--- src/rtl/core/ttup_pkg.sv ---
// Shared types and constants for the text-to-unsigned parser.
// No dependencies; every other file of the block refers to it by scoped names.
package ttup_pkg;

   localparam int VALUE_WIDTH_DEFAULT = 64;
   localparam int BASE_WIDTH          = 6;
   localparam int COUNT_WIDTH         = 16;
   localparam int MID_DEPTH           = 4;
   localparam int MID_AW              = $clog2(MID_DEPTH);
   localparam int RSP_DEPTH           = 2;
   localparam int RSP_AW              = $clog2(RSP_DEPTH);

   localparam logic [BASE_WIDTH-1:0]  BASE_RESET = 6'd10;
   localparam logic [BASE_WIDTH-1:0]  BASE_MAX   = 6'd36;
   localparam logic [BASE_WIDTH-1:0]  BASE_HEX   = 6'd16;
   localparam logic [BASE_WIDTH-1:0]  BASE_DEC   = 6'd10;
   localparam logic [BASE_WIDTH-1:0]  BASE_AUTO  = 6'd0;
   localparam logic [BASE_WIDTH-1:0]  NOT_DIGIT  = 6'h3F;
   localparam logic [COUNT_WIDTH-1:0] COUNT_MAX  = 16'hFFFF;

   typedef struct packed {
      logic [7:0] char_code;
      logic       first_char;
   } ttup_req_type;

   typedef struct packed {
      logic [63:0]            parsed_value;
      logic [COUNT_WIDTH-1:0] end_offset;
   } ttup_rsp_type;

   typedef struct packed {
      logic                  first_char;
      logic [BASE_WIDTH-1:0] base;
      logic [BASE_WIDTH-1:0] digit;
      logic                  is_space;
      logic                  is_x;
   } ttup_item_type;

   typedef struct packed {
      logic         push;
      ttup_rsp_type data;
   } ttup_emit_type;

   typedef enum logic [4:0] {
      PH_IDLE   = 5'b00001,
      PH_LEAD   = 5'b00010,
      PH_AUTO   = 5'b00100,
      PH_HEX    = 5'b01000,
      PH_DIGITS = 5'b10000
   } ttup_phase_type;

   function automatic logic [COUNT_WIDTH-1:0] count_add(input logic [COUNT_WIDTH-1:0] c,
                                                        input logic [1:0] n);
      logic [COUNT_WIDTH:0] s;
      s = {1'b0, c} + (COUNT_WIDTH+1)'(n);
      return s[COUNT_WIDTH] ? COUNT_MAX : s[COUNT_WIDTH-1:0];
   endfunction

endpackage

--- src/rtl/core/ttup_front.sv ---
// Front end: base register, character classification and the item queue.
// Depends on ttup_pkg.
module ttup_front (
   input  logic                             clock,
   input  logic                             reset,
   input  logic                             req_push,
   output logic                             req_full,
   input  ttup_pkg::ttup_req_type           req_data,
   input  logic                             csr_write_enable,
   input  logic [ttup_pkg::BASE_WIDTH-1:0]  csr_write_data,
   output logic                             mid_valid,
   output ttup_pkg::ttup_item_type          mid_item,
   input  logic                             mid_take
);

   logic [ttup_pkg::BASE_WIDTH-1:0] base_ff;
   ttup_pkg::ttup_item_type         slot_ff [ttup_pkg::MID_DEPTH];
   logic [ttup_pkg::MID_AW-1:0]     wr_ptr_ff, wr_ptr_in;
   logic [ttup_pkg::MID_AW-1:0]     rd_ptr_ff, rd_ptr_in;
   logic [ttup_pkg::MID_AW:0]       count_ff, count_in;
   ttup_pkg::ttup_item_type         item;
   logic                            accept;
   logic [7:0]                      c;

   assign c = req_data.char_code;

   always_comb begin
      item            = '0;
      item.first_char = req_data.first_char;
      item.base       = base_ff;
      item.is_space   = (c == 8'h20) || (c == 8'h09) || (c == 8'h0A) || (c == 8'h0D);
      item.is_x       = (c == 8'h78);
      if (c >= 8'h30 && c <= 8'h39) begin
         item.digit = ttup_pkg::BASE_WIDTH'(c - 8'h30);
      end else if (c >= 8'h61 && c <= 8'h7A) begin
         item.digit = ttup_pkg::BASE_WIDTH'(c - 8'h61 + 8'd10);
      end else if (c >= 8'h41 && c <= 8'h5A) begin
         item.digit = ttup_pkg::BASE_WIDTH'(c - 8'h41 + 8'd10);
      end else begin
         item.digit = ttup_pkg::NOT_DIGIT;
      end
   end

   assign req_full  = (count_ff == (ttup_pkg::MID_AW+1)'(ttup_pkg::MID_DEPTH));
   assign accept    = req_push && !req_full;
   assign mid_valid = (count_ff != '0);
   assign mid_item  = slot_ff[rd_ptr_ff];

   always_comb begin
      wr_ptr_in = accept ? wr_ptr_ff + 1'b1 : wr_ptr_ff;
      rd_ptr_in = mid_take ? rd_ptr_ff + 1'b1 : rd_ptr_ff;
      count_in  = count_ff + (ttup_pkg::MID_AW+1)'(accept)
                           - (ttup_pkg::MID_AW+1)'(mid_take);
   end

   always_ff @(posedge clock) begin
      if (reset) begin
         base_ff   <= ttup_pkg::BASE_RESET;
         wr_ptr_ff <= '0;
         rd_ptr_ff <= '0;
         count_ff  <= '0;
      end else begin
         if (csr_write_enable) begin
            base_ff <= csr_write_data;
         end
         wr_ptr_ff <= wr_ptr_in;
         rd_ptr_ff <= rd_ptr_in;
         count_ff  <= count_in;
      end
   end

   always_ff @(posedge clock) begin
      if (accept) begin
         slot_ff[wr_ptr_ff] <= item;
      end
   end

endmodule

--- src/rtl/core/ttup_back.sv ---
// Back end: parse state machine, multiply-accumulate and consumed-count tracking.
// Depends on ttup_pkg.
module ttup_back #(
   parameter int VALUE_WIDTH = ttup_pkg::VALUE_WIDTH_DEFAULT
) (
   input  logic                    clock,
   input  logic                    reset,
   input  logic                    mid_valid,
   input  ttup_pkg::ttup_item_type mid_item,
   output logic                    mid_take,
   input  logic                    rsp_q_full,
   output ttup_pkg::ttup_emit_type emit
);

   ttup_pkg::ttup_phase_type            phase_ff, phase_in;
   logic [VALUE_WIDTH-1:0]              acc_ff, acc_in;
   logic [ttup_pkg::BASE_WIDTH-1:0]     base_ff, base_in;
   logic [ttup_pkg::COUNT_WIDTH-1:0]    count_ff, count_in;
   logic                                pz_ff, pz_in;
   logic                                done;
   logic                                auto_mode;

   assign mid_take = mid_valid && !rsp_q_full;

   always_comb begin
      phase_in  = phase_ff;
      acc_in    = acc_ff;
      base_in   = base_ff;
      count_in  = count_ff;
      pz_in     = pz_ff;
      emit      = '0;
      done      = 1'b0;
      auto_mode = 1'b0;
      if (mid_take) begin
         if (mid_item.first_char) begin
            acc_in   = '0;
            count_in = '0;
            pz_in    = 1'b0;
            base_in  = mid_item.base;
            if (mid_item.base > ttup_pkg::BASE_MAX) begin
               phase_in  = ttup_pkg::PH_IDLE;
               emit.push = 1'b1;
               done      = 1'b1;
            end else begin
               phase_in = ttup_pkg::PH_LEAD;
            end
         end
         if (!done && phase_in == ttup_pkg::PH_LEAD) begin
            if (mid_item.is_space) begin
               count_in = ttup_pkg::count_add(count_in, 2'd1);
               done     = 1'b1;
            end else begin
               pz_in = 1'b0;
               if (base_in == ttup_pkg::BASE_AUTO) begin
                  phase_in = ttup_pkg::PH_AUTO;
               end else if (base_in == ttup_pkg::BASE_HEX) begin
                  phase_in = ttup_pkg::PH_HEX;
               end else begin
                  phase_in = ttup_pkg::PH_DIGITS;
               end
            end
         end
         if (!done && (phase_in == ttup_pkg::PH_AUTO || phase_in == ttup_pkg::PH_HEX)) begin
            auto_mode = (phase_in == ttup_pkg::PH_AUTO);
            if (!pz_in) begin
               if (mid_item.digit == '0) begin
                  pz_in = 1'b1;
                  done  = 1'b1;
               end else begin
                  if (auto_mode) begin
                     base_in = ttup_pkg::BASE_DEC;
                  end
                  phase_in = ttup_pkg::PH_DIGITS;
               end
            end else begin
               pz_in = 1'b0;
               if (mid_item.is_x) begin
                  count_in = ttup_pkg::count_add(count_in, 2'd2);
                  done     = 1'b1;
                  if (auto_mode) begin
                     base_in  = ttup_pkg::BASE_HEX;
                     phase_in = ttup_pkg::PH_HEX;
                  end else begin
                     phase_in = ttup_pkg::PH_DIGITS;
                  end
               end else begin
                  if (auto_mode) begin
                     base_in = ttup_pkg::BASE_DEC;
                  end
                  count_in = ttup_pkg::count_add(count_in, 2'd1);
                  phase_in = ttup_pkg::PH_DIGITS;
               end
            end
         end
         if (!done && phase_in == ttup_pkg::PH_DIGITS) begin
            if (mid_item.digit < base_in) begin
               acc_in   = VALUE_WIDTH'(acc_in * VALUE_WIDTH'(base_in)
                                       + VALUE_WIDTH'(mid_item.digit));
               count_in = ttup_pkg::count_add(count_in, 2'd1);
            end else begin
               emit.push              = 1'b1;
               emit.data.parsed_value = 64'(acc_in);
               emit.data.end_offset   = count_in;
               phase_in               = ttup_pkg::PH_IDLE;
            end
         end
      end
   end

   always_ff @(posedge clock) begin
      if (reset) begin
         phase_ff <= ttup_pkg::PH_IDLE;
         acc_ff   <= '0;
         base_ff  <= '0;
         count_ff <= '0;
         pz_ff    <= 1'b0;
      end else begin
         phase_ff <= phase_in;
         acc_ff   <= acc_in;
         base_ff  <= base_in;
         count_ff <= count_in;
         pz_ff    <= pz_in;
      end
   end

endmodule

--- src/rtl/core/ttup_rsp_queue.sv ---
// Result queue between the back end and the rsp_ port.
// Depends on ttup_pkg.
module ttup_rsp_queue (
   input  logic                    clock,
   input  logic                    reset,
   input  ttup_pkg::ttup_emit_type emit,
   output logic                    rsp_q_full,
   output logic                    rsp_empty,
   input  logic                    rsp_pop,
   output ttup_pkg::ttup_rsp_type  rsp_data
);

   ttup_pkg::ttup_rsp_type      slot_ff [ttup_pkg::RSP_DEPTH];
   logic [ttup_pkg::RSP_AW-1:0] wr_ptr_ff, rd_ptr_ff;
   logic [ttup_pkg::RSP_AW:0]   count_ff, count_in;
   logic                        take;

   assign rsp_q_full = (count_ff == (ttup_pkg::RSP_AW+1)'(ttup_pkg::RSP_DEPTH));
   assign rsp_empty  = (count_ff == '0);
   assign rsp_data   = slot_ff[rd_ptr_ff];
   assign take       = rsp_pop && !rsp_empty;

   always_comb begin
      count_in = count_ff + (ttup_pkg::RSP_AW+1)'(emit.push)
                          - (ttup_pkg::RSP_AW+1)'(take);
   end

   always_ff @(posedge clock) begin
      if (reset) begin
         wr_ptr_ff <= '0;
         rd_ptr_ff <= '0;
         count_ff  <= '0;
      end else begin
         if (emit.push) begin
            wr_ptr_ff <= wr_ptr_ff + 1'b1;
         end
         if (take) begin
            rd_ptr_ff <= rd_ptr_ff + 1'b1;
         end
         count_ff <= count_in;
      end
   end

   always_ff @(posedge clock) begin
      if (emit.push) begin
         slot_ff[wr_ptr_ff] <= emit.data;
      end
   end

endmodule

--- src/rtl/core/text_to_unsigned_parser.sv ---
// Top level of the streaming text-to-unsigned parser.
// Depends on ttup_pkg, ttup_front, ttup_back and ttup_rsp_queue.
//
// Usage:
//   req_ channel: one character per beat (req_data), pushed while req_full is low.
//   first_char marks the start of a string; unmarked characters outside a string drop.
//   rsp_ channel: one beat per finished number, on the stop character (NUL, non-digit
//   or digit not below the radix); hold a result until rsp_pop while rsp_empty is low.
//   csr_ port: csr_write_data sets the radix (0 = auto hex/decimal); write only when idle.
// Throughput: one character per cycle while the result queue has room; the back end's
//   multiply-add is combinational. Only stop characters, and first characters with a
//   radix above 36, produce beats. Path: character queue, back end, result queue.
// Reset: radix returns to 10, both queues empty, parser idle.
// Stall: with the two-entry result queue full the back end holds, the four-entry
//   character queue fills, and req_full rises.
module text_to_unsigned_parser #(
   parameter int VALUE_WIDTH = ttup_pkg::VALUE_WIDTH_DEFAULT
) (
   input  logic                            clock,
   input  logic                            reset,
   input  logic                            req_push,
   output logic                            req_full,
   input  ttup_pkg::ttup_req_type          req_data,
   output logic                            rsp_empty,
   input  logic                            rsp_pop,
   output ttup_pkg::ttup_rsp_type          rsp_data,
   input  logic                            csr_write_enable,
   input  logic [ttup_pkg::BASE_WIDTH-1:0] csr_write_data
);

   logic                    mid_valid;
   logic                    mid_take;
   ttup_pkg::ttup_item_type mid_item;
   logic                    rsp_q_full;
   ttup_pkg::ttup_emit_type emit;

   ttup_front u_front (
      .clock            (clock),
      .reset            (reset),
      .req_push         (req_push),
      .req_full         (req_full),
      .req_data         (req_data),
      .csr_write_enable (csr_write_enable),
      .csr_write_data   (csr_write_data),
      .mid_valid        (mid_valid),
      .mid_item         (mid_item),
      .mid_take         (mid_take)
   );

   ttup_back #(
      .VALUE_WIDTH (VALUE_WIDTH)
   ) u_back (
      .clock      (clock),
      .reset      (reset),
      .mid_valid  (mid_valid),
      .mid_item   (mid_item),
      .mid_take   (mid_take),
      .rsp_q_full (rsp_q_full),
      .emit       (emit)
   );

   ttup_rsp_queue u_rsp_queue (
      .clock      (clock),
      .reset      (reset),
      .emit       (emit),
      .rsp_q_full (rsp_q_full),
      .rsp_empty  (rsp_empty),
      .rsp_pop    (rsp_pop),
      .rsp_data   (rsp_data)
   );

`ifndef SYNTHESIS
   a_no_rsp_overflow: assert property (@(posedge clock) disable iff (reset)
      emit.push |-> !rsp_q_full)
      else $error("result pushed into a full result queue");

   a_take_needs_item: assert property (@(posedge clock) disable iff (reset)
      mid_take |-> mid_valid)
      else $error("back end took from an empty character queue");

   a_rsp_from_push: assert property (@(posedge clock) disable iff (reset)
      $fell(rsp_empty) |-> $past(emit.push))
      else $error("result appeared without a push from the back end");
`endif

endmodule
--- config.mk ---
export PLATFORM = sky130hd
export DESIGN_NAME = text_to_unsigned_parser
export DESIGN_NICKNAME = d
export VERILOG_FILES = /design/src/rtl/core/ttup_pkg.sv /design/src/rtl/core/ttup_front.sv /design/src/rtl/core/ttup_back.sv /design/src/rtl/core/ttup_rsp_queue.sv /design/src/rtl/core/text_to_unsigned_parser.sv
export SDC_FILE = /design/constraint.sdc
export NUM_CORES = 2
export LEC_CHECK = 0
export BUFFER_PORTS_ARGS = -buffer_cell sky130_fd_sc_hd__buf_2
export CAP_MARGIN = 20
export CORE_MARGIN = 1
export CORE_UTILIZATION = 35
export CTS_CLUSTER_SIZE = 28
export DETAILED_ROUTE_END_ITERATION = 16
export PLACE_DENSITY_LB_ADDON = 0.05
export SLEW_MARGIN = 20
export SYNTH_ARGS = -nofsm -noshare
export SYNTH_HDL_FRONTEND = slang
export SYNTH_HIERARCHICAL = 1
export SYNTH_SLANG_ARGS = --single-unit
--- constraint.sdc ---
create_clock -name clock -period 13.2 [get_ports clock]
set_clock_uncertainty 0.1 [all_clocks]
set_input_delay 1.32 -clock clock [delete_from_list [all_inputs] [get_ports clock]]
set_output_delay 1.32 -clock clock [all_outputs]
set_load 0.01 [all_outputs]
== Word-level counts from Yosys, hierarchy flattened ==
Memory sizes are Yosys's and may differ from the RTL's. A register that Yosys moved wholly into a read port is not among the register bits.
Cells that the tools add are included.

* Memory bits (writable): 220
* Logic and storage cells: 152
* Flip-flop bits (word level): 109
* Input bits: 20
* Output and inout bits: 82
* Memories kept: 2

* Reductions and logical operators: 23
* Order comparisons: 8
* Multipliers: 1
* Multiplexer cells: 76
* Equal/unequal tests: 12
* Add/sub/neg operators: 18

{| class="wikitable"
|+ Memories
! memory !! words !! width !! read ports !! clocked after memory_dff !! write ports !! line !! text
|-
| u_rsp_queue.slot_ff || 2 || 80 || 1 || 1 || 1 || ttup_rsp_queue.sv:13 || <nowiki>ttup_pkg::ttup_rsp_type slot_ff [ttup_pkg::RSP_DEPTH];</nowiki>
|-
| u_front.slot_ff || 4 || 15 || 1 || 1 || 1 || ttup_front.sv:17 || <nowiki>ttup_pkg::ttup_item_type slot_ff [ttup_pkg::MID_DEPTH];</nowiki>
|}

{| class="wikitable"
|+ Operators with widths
! operator !! number
|-
| 2-to-1 mux 64 bit || 4
|-
| 2-to-1 mux 81 bit || 3
|-
| 2-to-1 mux 16 bit || 15
|-
| 2-to-1 mux 5 bit || 15
|-
| 2-to-1 mux 6 bit || 12
|-
| adder 64 x 6 -> 64 bit || 1
|-
| multiplier 64 x 6 -> 64 bit || 1
|-
| adder 16 x 1 -> 17 bit (second input constant) || 3
|-
| == test 8 x 4 -> 1 bit (second input constant) || 3
|-
| 2-to-1 mux 1 bit || 24
|-
| adder 16 x 2 -> 17 bit (second input constant) || 1
|-
| greater-or-equal comparator 8 x 7 -> 1 bit (second input constant) || 2
|-
| less-or-equal comparator 8 x 7 -> 1 bit (second input constant) || 2
|-
| adder 6 x 4 -> 6 bit (second input constant) || 2
|-
| zero test 6 bit || 2
|-
| subtractor 6 bit (second input constant) || 2
|-
| logical AND 1 bit || 9
|-
| == test 8 x 6 -> 1 bit (second input constant) || 1
|-
| == test 8 x 7 -> 1 bit (second input constant) || 1
|-
| greater-or-equal comparator 8 x 6 -> 1 bit (second input constant) || 1
|-
| less-or-equal comparator 8 x 6 -> 1 bit (second input constant) || 1
|-
| == test 6 x 5 -> 1 bit (second input constant) || 1
|-
| greater-than comparator 6 bit (second input constant) || 1
|-
| zero test 1 bit || 6
|-
| 18 further kinds || 25
|}

== Longest topological paths before layout ==
* Depth after elaboration: 22
* Mapped depth: 36
* Gate-level depth less buffers: 30

== Cells and area by module ==
The synthesis kept the hierarchy.

{| class="wikitable"
|+ Modules (own cells, without submodules)
! module !! sequential area each (µm²) !! cells an instance !! times used !! area each (µm²)
|-
| ttup_back || 1841.8 || 2080 || 1 || 16900.0
|-
| ttup_rsp_queue || 4904.7 || 272 || 1 || 6417.4
|-
| ttup_front || 2102.0 || 210 || 1 || 3294.4
|}

== Least setup slack after synthesis ==
Ideal clock, no wire load.

* Path type: flip-flop to flip-flop
* Start: register (tool-made name)
* End: memory u_rsp_queue/slot_ff[0][0] (netlist name), enable pin
* Cell stages (with the launch flop): 20
* Data arrival time: 8.396 ns
* Slack: 4.175 ns
* Buffers on the path: 5
* Cells stage by stage: dfxtp_1 > buf_2 > buf_2 > mux4_2 > nor4b_1 > a22oi_1 > or4b_2 > nand4_1 > and2_1 > clkbuf_1 > inv_1 > clkbuf_1 > ha_1 > a21o_1 > a2111oi_0 > a21oi_1 > nand3_1 > clkbuf_1 > o21ai_0 > nor2b_1

{| class="wikitable"
|+ RTL lines
! what !! line
|-
| to (decl) || ttup_rsp_queue.sv:13
|}

==> flow_metrics.tcl <==
set metrics [dict create \
    hold_buffers 0 \
    rsz0062_at_grt "no" \
    tritoncts "built" \
    post_cts_buffers 0 \
    dp_cells 3536 \
    min_path_type "flop to flop" \
    finalMaxSlewViolations 0 \
    multi_input_area_um2 16800 \
    worstSkewPairLatency_ns 0.57 \
    synth_top_family_by_area "adder cells" \
    yosys_register_bits 332 \
    die_h_um 278 \
    criticalPathCategory "flop to flop" \
    overflow 0 \
    synthMuxAreaShare 0.0690 \
    first_pass_iters 5 \
    via_count 19300 \
    setup_viol 0 \
    top_layer "met4" \
    yosys.area.top_type "edfxtp_1" \
    critPathBufInv 3 \
    initial_utilization 0.356 \
    cp_max_fo 31 \
    die-width_um 278 \
    grtUsageTotal 0.192 \
    cp.required_ns 13.57 \
    finalPower_w 0.00464 \
    p_leak_nw 12.4 \
    critical_path.top_delay_family "compound AO/OA/AOI/OAI gates" \
    ys_async_sr_fraction 0 \
    clockBufferDepth 3 \
    syn_inst 2562 \
    h-tree-depth 2 \
    max_stage_delay_ns 0.82 \
    cts_buffers 44 \
    synth_area_um2 26600 \
    coreArea_um2 74800 \
    fmax_mhz 94.5 \
    dr.first_iter.drc_count 1058 \
    cp.arrival_ns 10.95 \
    nNetsFinal 3028 \
    dieArea_um2 77100 \
    startpoint_type "flop" \
    grt_max_degree 54 \
    slew_headroom 0.332 \
    avgSynthCellArea_um2 10.4 \
    synth_simple_gate_area_frac 0.167 \
    seqCellArea_um2 8850 \
    dp_hpwl_um 53400 \
    nFillCells 7372 \
    synthTopCellsByArea "edfxtp_1 (25%), fa_1 (18%), dfxtp_1 (8.4%)" \
    syn-num-nets 2977 \
    fin_setup_tns_ns 0 \
    met3_length_um 2950 \
    grt_pass1_vias 20400 \
    layout-drive-gt1-share 0.137 \
    grt_antenna_before_repair 0 \
    num_antenna_cells 0 \
    synth.distinct_cells 100 \
    p_per_area_nw_per_um2 157 \
    place_area_um2 28000 \
    synth_common_cells "nor2_1 (556), fa_1 (241), edfxtp_1 (220), nand2_1 (163), ha_1 (154)" \
    viasPerCell 5.34 \
    ctsResizeCount 0 \
    worstHoldStart "u_back/acc_ff[52]$_SDFFE_PP0P_" \
    synth_fa_ha_area_frac 0.254 \
    wl_um 72800 \
    cpMaxStageDelayCell "dfxtp_1" \
    gp_congestion 0.850 \
    ant_nets 0 \
    numPortBuffers 101 \
    status "completed" \
    critical_path.endpoint_type "flop" \
    synth_top_area_share 0.248 \
    row_count 100 \
    synth_edf_count 220 \
    clockRootBuffer "clkbuf_16" \
    wl_per_cell_um 20.1 \
    m1WireLength_um 34400 \
    max-vdd-ir-drop_mv 0.167 \
    synth_xor_xnor_area_share 0.0278 \
    hold_viol_final 0 \
    drt_drc_violations_left 0 \
    synth_warnings 6 \
    tightest_slew_ns 0.995 \
    syn_to_final_growth_pct 10.6 \
    synth_most_common_cell "nor2_1" \
    synth_ff_type "edfxtp_1" \
    clk_pin_slew_worst_paths_ns 0.06 \
    synth_compound_area_frac 0.112 \
    wl_met2_um 34200 \
    fin_cells 3617 \
    min_period_ns 10.58 \
    grt_pass1_wl_um 118000 \
    post-route-period-util 0.802 \
    cap_viol_max_count 0 \
    stdcell_area_um2 29400 \
    ys_seq_area_frac 0.333 \
    io_pins 102 \
    clock-sinks 332 \
]
-- through the flow --
step	utilization	hold slack [ns]	worst slack, ns
3_5_place_dp	0.374	0.348	2.33
4_1_cts	0.393	0.361	2.28
5_1_grt	0.393	0.382	1.92
6_report	0.393	0.353	2.62
3_3_place_gp	0.374	0.341	2.60
2_1_floorplan	-	0.325	4.18
-- tightest hold or removal path, stage by stage (launching register included) --
cell     delay, ns
dfxtp_1       0.32
nand2_1       0.04
o21ai_0       0.06
-- area by class of cell --
class / instances / share of cell area
inverters: 95 / 0.0121
flip-flops and latches: 332 / 0.301
repair buffers: 130 / 0.0246
multi-input cells: 2010 / 0.572
well taps: 969 / 0.0412
clock buffers: 57 / 0.0405
clock inverters: 24 / 0.00880
-- registers in the layout (all words and copies together), names as in the netlist, 2 cells and up, named ones only --
signal	count
u_rsp_queue/slot_ff	160
u_back/acc_ff	64
u_front/slot_ff	60
u_back/count_ff	16
u_back/base_ff	6
u_front/base_ff	6
u_back/phase_ff	5
u_front/count_ff	3
u_front/rd_ptr_ff	2
u_front/wr_ptr_ff	2
u_rsp_queue/count_ff	2
-- worst paths after layout --
kind,endpoint,slack [ns],cells after the start
worst min-delay path,u_back/acc_ff[52]$_SDFFE_PP0P_,0.35,2
worst max register to register,u_back/acc_ff[63]$_SDFFE_PP0P_,2.62,28
worst max-delay path,u_back/acc_ff[63]$_SDFFE_PP0P_,2.62,28
worst min register to register,u_back/acc_ff[52]$_SDFFE_PP0P_,0.35,2
-- where the power goes --
group	internal (W)	leakage (nW)	switching, W
Combinational	0.000635	8.79	0.00131
Clock	0.000734	0.698	0.000478
Sequential	0.00134	2.88	0.000138
-- per-layer routing --
layer  track usage  vias to the layer above
li1              -                     9104
met3        0.0243                       70
met2         0.317                      384
met5             0                        -
met1         0.267                     9759
met4        0.0435                        0
-- kinds of logic after synthesis --
family,count (synthesis)
buffers and inverters,220
multiplexers,123
flip-flops,332
AO/OA/AOI/OAI,429
adder cells (fa/ha/maj),395
XOR/XNOR,83
AND/OR/NAND/NOR,980
-- cell usage in the layout (no fill, tap or decap), types with 10 or more instances in the layout --
cell,count
a211oi_1,15
o21bai_1,18
o21ai_0,54
o21a_1,11
a21oi_1,112
buf_2,100
dfxtp_1,110
mux2_2,14
ha_1,154
mux2_4,80
nor2b_1,32
nand4_1,19
and3_1,16
nand2b_1,28
or3_1,10
buf_4,30
xnor2_1,53
xor2_1,29
a31oi_1,11
inv_1,93
fa_1,241
clkbuf_16,45
a22oi_1,52
and2_1,17
nand2_1,161
edfxtp_1,220
mux2i_1,14
nor2_1,555
clkbuf_1,10
nor3_1,21
a21o_1,39
mux4_2,15
nand3_1,45
(Power assumes the default switching activity.)
